===== config.mk =====
export PLATFORM = sky130hd
export DESIGN_NAME = pingpong_rx_packet_buffer_flat
export DESIGN_NICKNAME = d
export VERILOG_FILES = /design/src/hw/rtl/pprb_pkg.sv /design/src/hw/rtl/pprb_if.sv /design/src/hw/rtl/pprb_front.sv /design/src/hw/rtl/pprb_cmd_fifo.sv /design/src/hw/rtl/pprb_back.sv /design/src/hw/rtl/pingpong_rx_packet_buffer.sv /design/src/flat_wrapper.sv
export SDC_FILE = /design/constraint.sdc
export NUM_CORES = 2
export LEC_CHECK = 0
export BUFFER_PORTS_ARGS = -buffer_cell sky130_fd_sc_hd__buf_2
export CORE_ASPECT_RATIO = 1.75
export CORE_MARGIN = 1.5
export CORE_UTILIZATION = 50
export CTS_CLUSTER_DIAMETER = 100
export CTS_CLUSTER_SIZE = 14
export DETAILED_ROUTE_END_ITERATION = 6
export PLACE_DENSITY = 0.73
export SYNTH_ARGS = -nofsm -noshare
export SYNTH_HDL_FRONTEND = slang
export SYNTH_SLANG_ARGS = --single-unit

===== constraint.sdc =====
create_clock -name i_clk -period 6.3 [get_ports i_clk]
set_input_delay 0.315 -clock i_clk [delete_from_list [all_inputs] [get_ports i_clk]]
set_output_delay 0.315 -clock i_clk [all_outputs]
set_load 0.005 [all_outputs]

===== src/hw/rtl/pprb_pkg.sv =====
// Shared types and constants of the ping-pong receive buffer.
package pprb_pkg;

    // Widths of the word fields.
    localparam int ACTION_W = 3;
    localparam int BYTE_W   = 8;
    localparam int INDEX_W  = 6;
    localparam int COUNT_W  = 6;

    // Action codes as they arrive on the input channel.
    typedef enum logic [ACTION_W-1:0] {
        ACT_RX      = 3'd0,
        ACT_DONE    = 3'd1,
        ACT_RELEASE = 3'd2,
        ACT_READ    = 3'd3,
        ACT_RESTART = 3'd4
    } t_action;

    // Decoded operation handed from the front end to the back end.
    typedef enum logic [2:0] {
        OP_RX,
        OP_DONE,
        OP_RELEASE,
        OP_READ,
        OP_RESTART,
        OP_NOP
    } t_op;

    typedef struct packed {
        t_op                op;
        logic [BYTE_W-1:0]  data;
        logic               sel;
        logic [INDEX_W-1:0] idx;
        logic               read_ok;
    } t_cmd;

    // Back-end sequencer states.
    typedef enum logic [1:0] {
        ST_CLEAR,
        ST_IDLE,
        ST_EMIT
    } t_bstate;

endpackage


===== src/hw/rtl/pprb_if.sv =====
// Handshake interfaces of the input and result channels.
interface pprb_in_if;
    logic                             valid;
    logic                             ready;
    logic [pprb_pkg::ACTION_W-1:0]    action;
    logic [pprb_pkg::BYTE_W-1:0]      rx_byte;
    logic                             slot_select;
    logic [pprb_pkg::INDEX_W-1:0]     read_index;

    modport source (output valid, action, rx_byte, slot_select, read_index, input ready);
    modport sink   (input valid, action, rx_byte, slot_select, read_index, output ready);
endinterface

interface pprb_out_if;
    logic                             valid;
    logic                             ready;
    logic [pprb_pkg::BYTE_W-1:0]      read_data;
    logic                             current_slot;
    logic [pprb_pkg::COUNT_W-1:0]     fill_count;
    logic                             swapped;
    logic                             dropped;

    modport source (output valid, read_data, current_slot, fill_count, swapped, dropped,
                    input ready);
    modport sink   (input valid, read_data, current_slot, fill_count, swapped, dropped,
                    output ready);
endinterface


===== src/hw/rtl/pprb_front.sv =====
// Front end: accepts input words, decodes the action and range-checks reads.
module pprb_front #(
    parameter int SLOT_BYTES = 64
) (
    input  logic                i_clk,
    input  logic                i_rst_n,
    pprb_in_if.sink             i_in,
    input  logic                i_init_busy,
    output logic                o_cmd_valid,
    input  logic                i_cmd_ready,
    output pprb_pkg::t_cmd      o_cmd
);
    import pprb_pkg::*;

    localparam int XW = 9;

    logic r_valid;
    t_cmd r_cmd;
    t_cmd n_cmd;
    logic w_take;

    // Hold off new words during the power-up clear and while the register is blocked.
    assign i_in.ready  = (!r_valid || i_cmd_ready) && !i_init_busy;
    assign w_take      = i_in.valid && i_in.ready;
    assign o_cmd_valid = r_valid;
    assign o_cmd       = r_cmd;

    // Decode the action code into an operation.
    always_comb begin
        n_cmd.data    = i_in.rx_byte;
        n_cmd.sel     = i_in.slot_select;
        n_cmd.idx     = i_in.read_index;
        n_cmd.read_ok = XW'(i_in.read_index) < XW'(SLOT_BYTES);
        case (i_in.action)
            ACT_RX:      n_cmd.op = OP_RX;
            ACT_DONE:    n_cmd.op = OP_DONE;
            ACT_RELEASE: n_cmd.op = OP_RELEASE;
            ACT_READ:    n_cmd.op = OP_READ;
            ACT_RESTART: n_cmd.op = OP_RESTART;
            default:     n_cmd.op = OP_NOP;
        endcase
    end

    // Output register toward the command queue.
    always_ff @(posedge i_clk) begin
        if (!i_rst_n) begin
            r_valid <= 1'b0;
        end else if (w_take) begin
            r_valid <= 1'b1;
        end else if (i_cmd_ready) begin
            r_valid <= 1'b0;
        end
    end

    always_ff @(posedge i_clk) begin
        if (w_take) begin
            r_cmd <= n_cmd;
        end
    end

endmodule


===== src/hw/rtl/pprb_cmd_fifo.sv =====
// Two-entry command queue between the front end and the back end.
module pprb_cmd_fifo (
    input  logic                i_clk,
    input  logic                i_rst_n,
    input  logic                i_valid,
    output logic                o_ready,
    input  pprb_pkg::t_cmd      i_cmd,
    output logic                o_valid,
    input  logic                i_ready,
    output pprb_pkg::t_cmd      o_cmd
);
    import pprb_pkg::*;

    t_cmd       r_mem [2];
    logic       r_wp;
    logic       r_rp;
    logic [1:0] r_cnt;
    logic       w_push;
    logic       w_pop;

    assign o_ready = (r_cnt != 2'd2);
    assign o_valid = (r_cnt != 2'd0);
    assign o_cmd   = r_mem[r_rp];
    assign w_push  = i_valid && o_ready;
    assign w_pop   = o_valid && i_ready;

    // Pointers and occupancy.
    always_ff @(posedge i_clk) begin
        if (!i_rst_n) begin
            r_wp  <= 1'b0;
            r_rp  <= 1'b0;
            r_cnt <= 2'd0;
        end else begin
            if (w_push) begin
                r_wp <= ~r_wp;
            end
            if (w_pop) begin
                r_rp <= ~r_rp;
            end
            case ({w_push, w_pop})
                2'b10:   r_cnt <= r_cnt + 2'd1;
                2'b01:   r_cnt <= r_cnt - 2'd1;
                default: r_cnt <= r_cnt;
            endcase
        end
    end

    // Storage.
    always_ff @(posedge i_clk) begin
        if (w_push) begin
            r_mem[r_wp] <= i_cmd;
        end
    end

endmodule


===== src/hw/rtl/pprb_back.sv =====
// Back end: slot memory, fill counts, release flags, clear sweeps and the result register.
module pprb_back #(
    parameter int SLOT_BYTES = 64
) (
    input  logic                i_clk,
    input  logic                i_rst_n,
    input  logic                i_cmd_valid,
    output logic                o_cmd_ready,
    input  pprb_pkg::t_cmd      i_cmd,
    output logic                o_init_busy,
    pprb_out_if.source          o_out
);
    import pprb_pkg::*;

    localparam int AW = $clog2(SLOT_BYTES);
    localparam int XW = 9;
    localparam int DEPTH = 2 << AW;
    localparam logic [AW-1:0] LAST = AW'(SLOT_BYTES - 1);

    // Slot memory, addressed by {slot, offset}.
    logic [BYTE_W-1:0] r_mem [DEPTH];

    t_bstate           r_state, n_state;
    logic              r_active, n_active;
    logic [1:0]        r_rel, n_rel;
    logic [AW-1:0]     r_cnt [2];
    logic [AW-1:0]     n_cnt [2];
    logic              r_clr_slot, n_clr_slot;
    logic              r_clr_both, n_clr_both;
    logic [AW-1:0]     r_clr_ptr, n_clr_ptr;
    logic              r_swap, n_swap;
    logic              r_drop, n_drop;
    logic              r_rd_ok, n_rd_ok;
    logic [BYTE_W-1:0] r_rdata;
    logic              r_out_valid, n_out_valid;
    logic              w_load;

    logic              w_we;
    logic [AW:0]       w_waddr;
    logic [BYTE_W-1:0] w_wdata;
    logic              w_re;
    logic [AW:0]       w_raddr;
    logic [XW-1:0]     w_idx_ext;
    logic [XW-1:0]     w_cnt_ext;

    logic [BYTE_W-1:0]  r_o_data;
    logic               r_o_slot;
    logic [COUNT_W-1:0] r_o_count;
    logic               r_o_swap;
    logic               r_o_drop;

    assign o_cmd_ready = (r_state == ST_IDLE);
    assign o_init_busy = r_clr_both;
    assign w_idx_ext   = XW'(i_cmd.idx);
    assign w_cnt_ext   = XW'(r_cnt[r_active]);

    // Sequencer: execute one command, sweep a slot when it is cleared, then post the result.
    always_comb begin
        n_state     = r_state;
        n_active    = r_active;
        n_rel       = r_rel;
        n_cnt       = r_cnt;
        n_clr_slot  = r_clr_slot;
        n_clr_both  = r_clr_both;
        n_clr_ptr   = r_clr_ptr;
        n_swap      = r_swap;
        n_drop      = r_drop;
        n_rd_ok     = r_rd_ok;
        w_we        = 1'b0;
        w_waddr     = {r_clr_slot, r_clr_ptr};
        w_wdata     = '0;
        w_re        = 1'b0;
        w_raddr     = {i_cmd.sel, w_idx_ext[AW-1:0]};
        w_load      = 1'b0;
        case (r_state)
            ST_IDLE: begin
                if (i_cmd_valid) begin
                    n_swap  = 1'b0;
                    n_drop  = 1'b0;
                    n_rd_ok = 1'b0;
                    n_state = ST_EMIT;
                    case (i_cmd.op)
                        OP_RX: begin
                            w_we    = 1'b1;
                            w_waddr = {r_active, r_cnt[r_active]};
                            w_wdata = i_cmd.data;
                            n_cnt[r_active] = (r_cnt[r_active] == LAST) ? '0
                                                                        : r_cnt[r_active] + 1'b1;
                        end
                        OP_DONE: begin
                            if (r_rel[~r_active]) begin
                                n_clr_slot       = ~r_active;
                                n_active         = ~r_active;
                                n_cnt[~r_active] = '0;
                                n_rel            = 2'b00;
                                n_swap           = 1'b1;
                            end else begin
                                n_clr_slot      = r_active;
                                n_cnt[r_active] = '0;
                                n_drop          = 1'b1;
                            end
                            n_clr_ptr  = '0;
                            n_clr_both = 1'b0;
                            n_state    = ST_CLEAR;
                        end
                        OP_RELEASE: begin
                            n_rel[i_cmd.sel] = 1'b1;
                        end
                        OP_READ: begin
                            w_re    = 1'b1;
                            n_rd_ok = i_cmd.read_ok;
                        end
                        OP_RESTART: begin
                            n_clr_slot = 1'b0;
                            n_cnt[0]   = '0;
                            n_cnt[1]   = '0;
                            n_rel      = 2'b10;
                            n_active   = 1'b0;
                            n_clr_ptr  = '0;
                            n_clr_both = 1'b0;
                            n_state    = ST_CLEAR;
                        end
                        default: begin
                        end
                    endcase
                end
            end
            ST_CLEAR: begin
                w_we = 1'b1;
                if (r_clr_ptr == LAST) begin
                    n_clr_ptr = '0;
                    if (r_clr_both && !r_clr_slot) begin
                        n_clr_slot = 1'b1;
                    end else if (r_clr_both) begin
                        n_clr_both = 1'b0;
                        n_state    = ST_IDLE;
                    end else begin
                        n_state = ST_EMIT;
                    end
                end else begin
                    n_clr_ptr = r_clr_ptr + 1'b1;
                end
            end
            ST_EMIT: begin
                if (!r_out_valid || o_out.ready) begin
                    w_load  = 1'b1;
                    n_state = ST_IDLE;
                end
            end
            default: begin
                n_state = ST_IDLE;
            end
        endcase
        n_out_valid = (r_out_valid && !o_out.ready) || w_load;
    end

    // Control state; reset starts with a sweep over both slots.
    always_ff @(posedge i_clk) begin
        if (!i_rst_n) begin
            r_state     <= ST_CLEAR;
            r_active    <= 1'b0;
            r_rel       <= 2'b10;
            r_cnt[0]    <= '0;
            r_cnt[1]    <= '0;
            r_clr_slot  <= 1'b0;
            r_clr_both  <= 1'b1;
            r_clr_ptr   <= '0;
            r_swap      <= 1'b0;
            r_drop      <= 1'b0;
            r_rd_ok     <= 1'b0;
            r_out_valid <= 1'b0;
        end else begin
            r_state     <= n_state;
            r_active    <= n_active;
            r_rel       <= n_rel;
            r_cnt       <= n_cnt;
            r_clr_slot  <= n_clr_slot;
            r_clr_both  <= n_clr_both;
            r_clr_ptr   <= n_clr_ptr;
            r_swap      <= n_swap;
            r_drop      <= n_drop;
            r_rd_ok     <= n_rd_ok;
            r_out_valid <= n_out_valid;
        end
    end

    // Memory write port and registered read port.
    always_ff @(posedge i_clk) begin
        if (w_we) begin
            r_mem[w_waddr] <= w_wdata;
        end
        if (w_re) begin
            r_rdata <= r_mem[w_raddr];
        end
    end

    // Result register; the status fields reflect the state after the item.
    always_ff @(posedge i_clk) begin
        if (w_load) begin
            r_o_data  <= r_rd_ok ? r_rdata : '0;
            r_o_slot  <= r_active;
            r_o_count <= w_cnt_ext[COUNT_W-1:0];
            r_o_swap  <= r_swap;
            r_o_drop  <= r_drop;
        end
    end

    assign o_out.valid        = r_out_valid;
    assign o_out.read_data    = r_o_data;
    assign o_out.current_slot = r_o_slot;
    assign o_out.fill_count   = r_o_count;
    assign o_out.swapped      = r_o_swap;
    assign o_out.dropped      = r_o_drop;

    // A swap moves to the other slot and leaves both slots unreleased.
    a_swap: assert property (@(posedge i_clk) disable iff (!i_rst_n)
        (r_state == ST_IDLE && i_cmd_valid && i_cmd.op == OP_DONE && r_rel[~r_active])
        |=> (r_rel == 2'b00 && r_active != $past(r_active) && r_swap))
        else $error("slot swap did not take effect");

    // No result is posted during the power-up clear.
    a_init_quiet: assert property (@(posedge i_clk) disable iff (!i_rst_n)
        r_clr_both |-> !r_out_valid)
        else $error("result posted during power-up clear");

    // Fill counts never reach the slot size.
    a_cnt_range: assert property (@(posedge i_clk) disable iff (!i_rst_n)
        (r_cnt[0] <= LAST) && (r_cnt[1] <= LAST))
        else $error("fill count out of range");

endmodule


===== src/hw/rtl/pingpong_rx_packet_buffer.sv =====
// Top level of the two-slot ping-pong receive buffer.
// Each word carries one action (receive byte, packet done, release slot, read byte, restart)
// and produces exactly one result word. A decoding front end and a two-entry command queue
// keep accepting words while the back end works. The back end executes a receive, release,
// read or unused code and then posts its result, plus any wait on the result channel;
// packet done and restart first sweep the cleared slot one byte per cycle through the single
// write port of the slot memory. After reset the memory of both slots is cleared, during
// which no input word is accepted.
module pingpong_rx_packet_buffer #(
    parameter int SLOT_BYTES = 64
) (
    input  logic        i_clk,
    input  logic        i_rst_n,
    pprb_in_if.sink     i_in,
    pprb_out_if.source  o_out
);
    import pprb_pkg::*;

    logic w_fe_valid;
    logic w_fe_ready;
    t_cmd w_fe_cmd;
    logic w_q_valid;
    logic w_q_ready;
    t_cmd w_q_cmd;
    logic w_init_busy;

    pprb_front #(
        .SLOT_BYTES (SLOT_BYTES)
    ) u_front (
        .i_clk       (i_clk),
        .i_rst_n     (i_rst_n),
        .i_in        (i_in),
        .i_init_busy (w_init_busy),
        .o_cmd_valid (w_fe_valid),
        .i_cmd_ready (w_fe_ready),
        .o_cmd       (w_fe_cmd)
    );

    pprb_cmd_fifo u_fifo (
        .i_clk   (i_clk),
        .i_rst_n (i_rst_n),
        .i_valid (w_fe_valid),
        .o_ready (w_fe_ready),
        .i_cmd   (w_fe_cmd),
        .o_valid (w_q_valid),
        .i_ready (w_q_ready),
        .o_cmd   (w_q_cmd)
    );

    pprb_back #(
        .SLOT_BYTES (SLOT_BYTES)
    ) u_back (
        .i_clk       (i_clk),
        .i_rst_n     (i_rst_n),
        .i_cmd_valid (w_q_valid),
        .o_cmd_ready (w_q_ready),
        .i_cmd       (w_q_cmd),
        .o_init_busy (w_init_busy),
        .o_out       (o_out)
    );

endmodule


===== src/flat_wrapper.sv =====
// flat-port wrapper written by rule: the top's interface ports become plain ports
module pingpong_rx_packet_buffer_flat import pprb_pkg::*;
#(
    parameter int SLOT_BYTES = 64
)
  (i_clk, i_rst_n, i_in_valid, i_in_action, i_in_rx_byte, i_in_slot_select, i_in_read_index, i_in_ready, o_out_valid, o_out_read_data, o_out_current_slot, o_out_fill_count, o_out_swapped, o_out_dropped, o_out_ready);
  pprb_in_if i_in_i ();
  pprb_out_if o_out_i ();
  input  logic i_clk;
  input  logic i_rst_n;
  input wire logic [$bits(i_in_i.valid)-1:0] i_in_valid;
  input wire logic [$bits(i_in_i.action)-1:0] i_in_action;
  input wire logic [$bits(i_in_i.rx_byte)-1:0] i_in_rx_byte;
  input wire logic [$bits(i_in_i.slot_select)-1:0] i_in_slot_select;
  input wire logic [$bits(i_in_i.read_index)-1:0] i_in_read_index;
  output wire logic [$bits(i_in_i.ready)-1:0] i_in_ready;
  output wire logic [$bits(o_out_i.valid)-1:0] o_out_valid;
  output wire logic [$bits(o_out_i.read_data)-1:0] o_out_read_data;
  output wire logic [$bits(o_out_i.current_slot)-1:0] o_out_current_slot;
  output wire logic [$bits(o_out_i.fill_count)-1:0] o_out_fill_count;
  output wire logic [$bits(o_out_i.swapped)-1:0] o_out_swapped;
  output wire logic [$bits(o_out_i.dropped)-1:0] o_out_dropped;
  input wire logic [$bits(o_out_i.ready)-1:0] o_out_ready;
  assign i_in_i.valid = i_in_valid;
  assign i_in_i.action = i_in_action;
  assign i_in_i.rx_byte = i_in_rx_byte;
  assign i_in_i.slot_select = i_in_slot_select;
  assign i_in_i.read_index = i_in_read_index;
  assign i_in_ready = i_in_i.ready;
  assign o_out_valid = o_out_i.valid;
  assign o_out_read_data = o_out_i.read_data;
  assign o_out_current_slot = o_out_i.current_slot;
  assign o_out_fill_count = o_out_i.fill_count;
  assign o_out_swapped = o_out_i.swapped;
  assign o_out_dropped = o_out_i.dropped;
  assign o_out_i.ready = o_out_ready;
  pingpong_rx_packet_buffer #(.SLOT_BYTES(SLOT_BYTES)) u_core (.i_clk(i_clk), .i_rst_n(i_rst_n), .i_in(i_in_i), .o_out(o_out_i));
endmodule

==> results.md <==
- Status: completed
- DR WL/cell: 29.4 um
- DR vias: 25300
- Clock transition at the registers of the reported paths: 0.06 ns
- Worst Reg-to-Reg Cells: 6
- Setup TNS: 0 ns
- Post-synth ARST share: 0
- Fin Hold WS: 0.0496 ns
- Final #Nets: 2811
- Min-delay worst type: in -> reg
- Crit-path slowest cell: nand2_1
- Cells along the critical path: mux2i_1 -> nand2_1 -> or3_1 -> a41oi_1 -> or4_1 -> nand4_1
- Dominant synthesized flop cell: edfxtp_1
- Critical path fanouts, max: 31
- Grt total ovfl: 0
- Die Height: 400 um
- Fin crit share: 0.748
- Library cells used by synthesis: 73
- Peak VDD IR: 0.222 mV
- Critical R2R Capture: u_core.u_back.r_rdata[4]$_DFFE_PP_
- Vias/cell: 6.34
- Worst slew pin tran: 1.27 ns
- Worst Hold Depth: 2
- CTS tree: done
- Hold Violations, Final: 0
- Largest net degree at the start of global routing: 129
- CTS Root Cell: clkbuf_16
- Layout Cells excl Fill: 3984
- DRC: 0
- Layout cells sized above 1: 0.145
- Post-synth EDFFs: 1103
- Starting Density: 0.505
- Clk buf depth: 3
- Met3 WL: 9060 um
- Die Area: 92000 sq um
- Post-synthesis sequential area ratio: 0.750
- Commonest non-fill, non-tap cell in the layout: edfxtp_1
- Hold_sp: i_rst_n
- Initial antenna violation count: 0
- Mapped Cells: 2731
- CTS Sinks: 1138
- Crit. End Element: flop
- Max_slew headroom: 0.133
- Drt total wl: 117000 um
- Setup slack, reg-to-reg: 1.59 ns
- Max incr delay on CP: 1.01 ns
- Met1 wire length: 38100 um
- CTS Buf Count: 91
- RSZ-0062 raised after global routing: false
- WS Path Type: reg -> reg
- Met2 wire len: 61600 um
- Die width: 230 um
- H-tree Lvls: 3
- Post-CTS setup buffers: 0
- Buf+Inv Stages, Crit Path: 0
- Detail Placement HPWL: 74700 um
- Fmax: 212 MHz
- Delay-heaviest family, CP: simple AND/OR/NAND/NOR gates
- Post-route ant nets: 0
- #FFs+latches synth: 1138
- Area Overhead vs Synth: 8.87%
- Synth Net Count: 2756
- Dpl ws: 1.58 ns
- Worst endpoint required time: 6.70 ns
- Clock Latency Late Sink: 0.67 ns
- Mean cell area of the mapped netlist: 16.5 sq um
- Max cap viols: 0
- Synth Cell Area: 45100 sq um
- Io pins: 41
- WHS Endpoint: u_core.u_back.o_init_busy$_SDFFE_PN1P_
- Vias in the first global route: 25500
- Post-layout util: 0.550
- Final setup margin: 1.59 ns
- Top Metal Used: met4
- Site Rows: 145
- GP Congestion: 0.892
- CP startpoint kind: flop
- Total leakage power: 14.7 nW
- Max Slew Vio Count: 0
- Period minus WS final: 4.71 ns
- DRT Pass-1 Iters: 6
- Final setup viols: 0
- Skew final: 0.0198 ns
- Drt initial violations: 2945
- IO Port Bufs: 40
- Core area: 89300 sq um
- DP Cell Count: 3850
- YS warnings: 0
- Most frequent cells in the layout: edfxtp_1, nand2_1, a21oi_1, nor2_1, mux4_2
- Gr usage total: 0.254
- First-pass GRT wire length: 170000 um
- Critical Path AT: 5.12 ns
- Pwr dens: 274 nW/um^2
sequential cells by signal, indices dropped and copies added, names as in the netlist, 2 cells and up, named ones only:
signal                          count
u_core.u_back.o_out.fill_count      6
u_core.u_back.o_out.read_data       8
u_core.u_back.r_clr_ptr             6
u_core.u_back.r_mem              1024
u_core.u_back.r_rdata               8
u_core.u_back.r_rel                 2
u_core.u_back.r_state               2
u_core.u_fifo.r_cnt                 2
u_core.u_fifo.r_mem                36
u_core.u_front.o_cmd               18
worst max path at each step:
stage          start                             endpoint  slack [ns]  cells past startpoint
4_1_cts         flop   u_core.u_back.r_rdata[5]$_DFFE_PP_        1.55                      7
3_3_place_gp    flop   u_core.u_back.r_rdata[7]$_DFFE_PP_        1.23                      7
5_1_grt         flop   u_core.u_back.r_rdata[6]$_DFFE_PP_        1.47                      9
2_1_floorplan   flop  u_core.u_back.r_mem[0][0]$_DFFE_PP_        0.95                      6
3_5_place_dp    flop   u_core.u_back.r_rdata[5]$_DFFE_PP_        1.58                      7
6_report        flop   u_core.u_back.r_rdata[4]$_DFFE_PP_        1.59                      6
cell usage after synthesis (all sizes together) (11+ instances only):
cell	number	area, sq um
edfxtp	1103	33100
nand2	425	1610
a21oi	195	991
nor2	176	661
mux4	158	3560
buf	106	758
or3	57	357
nor3	47	235
clkbuf	41	155
mux2i	37	427
nor4	37	231
o22ai	37	244
dfxtp	35	701
o21ai	35	175
mux2	25	285
nand3	23	120
and2	20	125
nor2b	17	106
a2111oi	16	146
a41oi	12	105
nand4	12	75.1
or4	12	90.1
nand2b	11	68.8
worst reg2reg max path, delay by kind of cell, from the launching register on:
kind | cells | cell delay, ns
and+or+nand+nor | 4 | 2.31
DFF | 1 | 0.98
muxes | 1 | 0.92
AOI/OAI and AO/OA | 1 | 0.25
through the flow:
step           cell area (sq um)  power, mW
5_1_grt                    49100       13.7
3_3_place_gp               46400       8.44
6_report                   49100       13.4
4_1_cts                    49100       13.5
3_5_place_dp               46400       8.44
2_1_floorplan              45100       8.39
metal layers:
layer | up-vias | global-route usage
li1 | 10600 | -
met1 | 12800 | 0.284
met2 | 1452 | 0.449
met3 | 351 | 0.0389
met4 | 0 | 0.161
met5 | - | 0
report_power, final:
group          switching [mW]  leakage (nW)  total [mW]  internal, mW
logic                  0.0675          3.76      0.0948        0.0273
registers             0.00606          9.79        8.19          8.19
clock network            2.47          1.19        5.14          2.67
cell families after synthesis:
group,share of synthesized area
AOI/OAI and AO/OA,0.0464
xor gates and xnor gates,0.00233
adders and majority gates,0.000833
buffers and inverters,0.0210
DFF,0.750
muxes,0.0947
and+or+nand+nor,0.0844
layout make-up:
| cell class | count | area (sq um) |
|---|---|---|
| inverters | 9 | 33.8 |
| flip-flops and latches | 1138 | 33800 |
| clock inverters | 2 | 27.5 |
| fillers | 6807 | 40200 |
| well taps | 1176 | 1470 |
| multi-input cells | 1437 | 10400 |
| diodes | 1 | 2.50 |
| repair buffers | 109 | 893 |
| clock buffers | 112 | 2420 |
timing repair:
item	4_1_cts	5_1_grt
resized for setup	0	0
endpoints found under the hold margin	18	0
hold buffers	19	0
endpoints found under the setup margin	0	0
(Power assumes the default switching activity.)
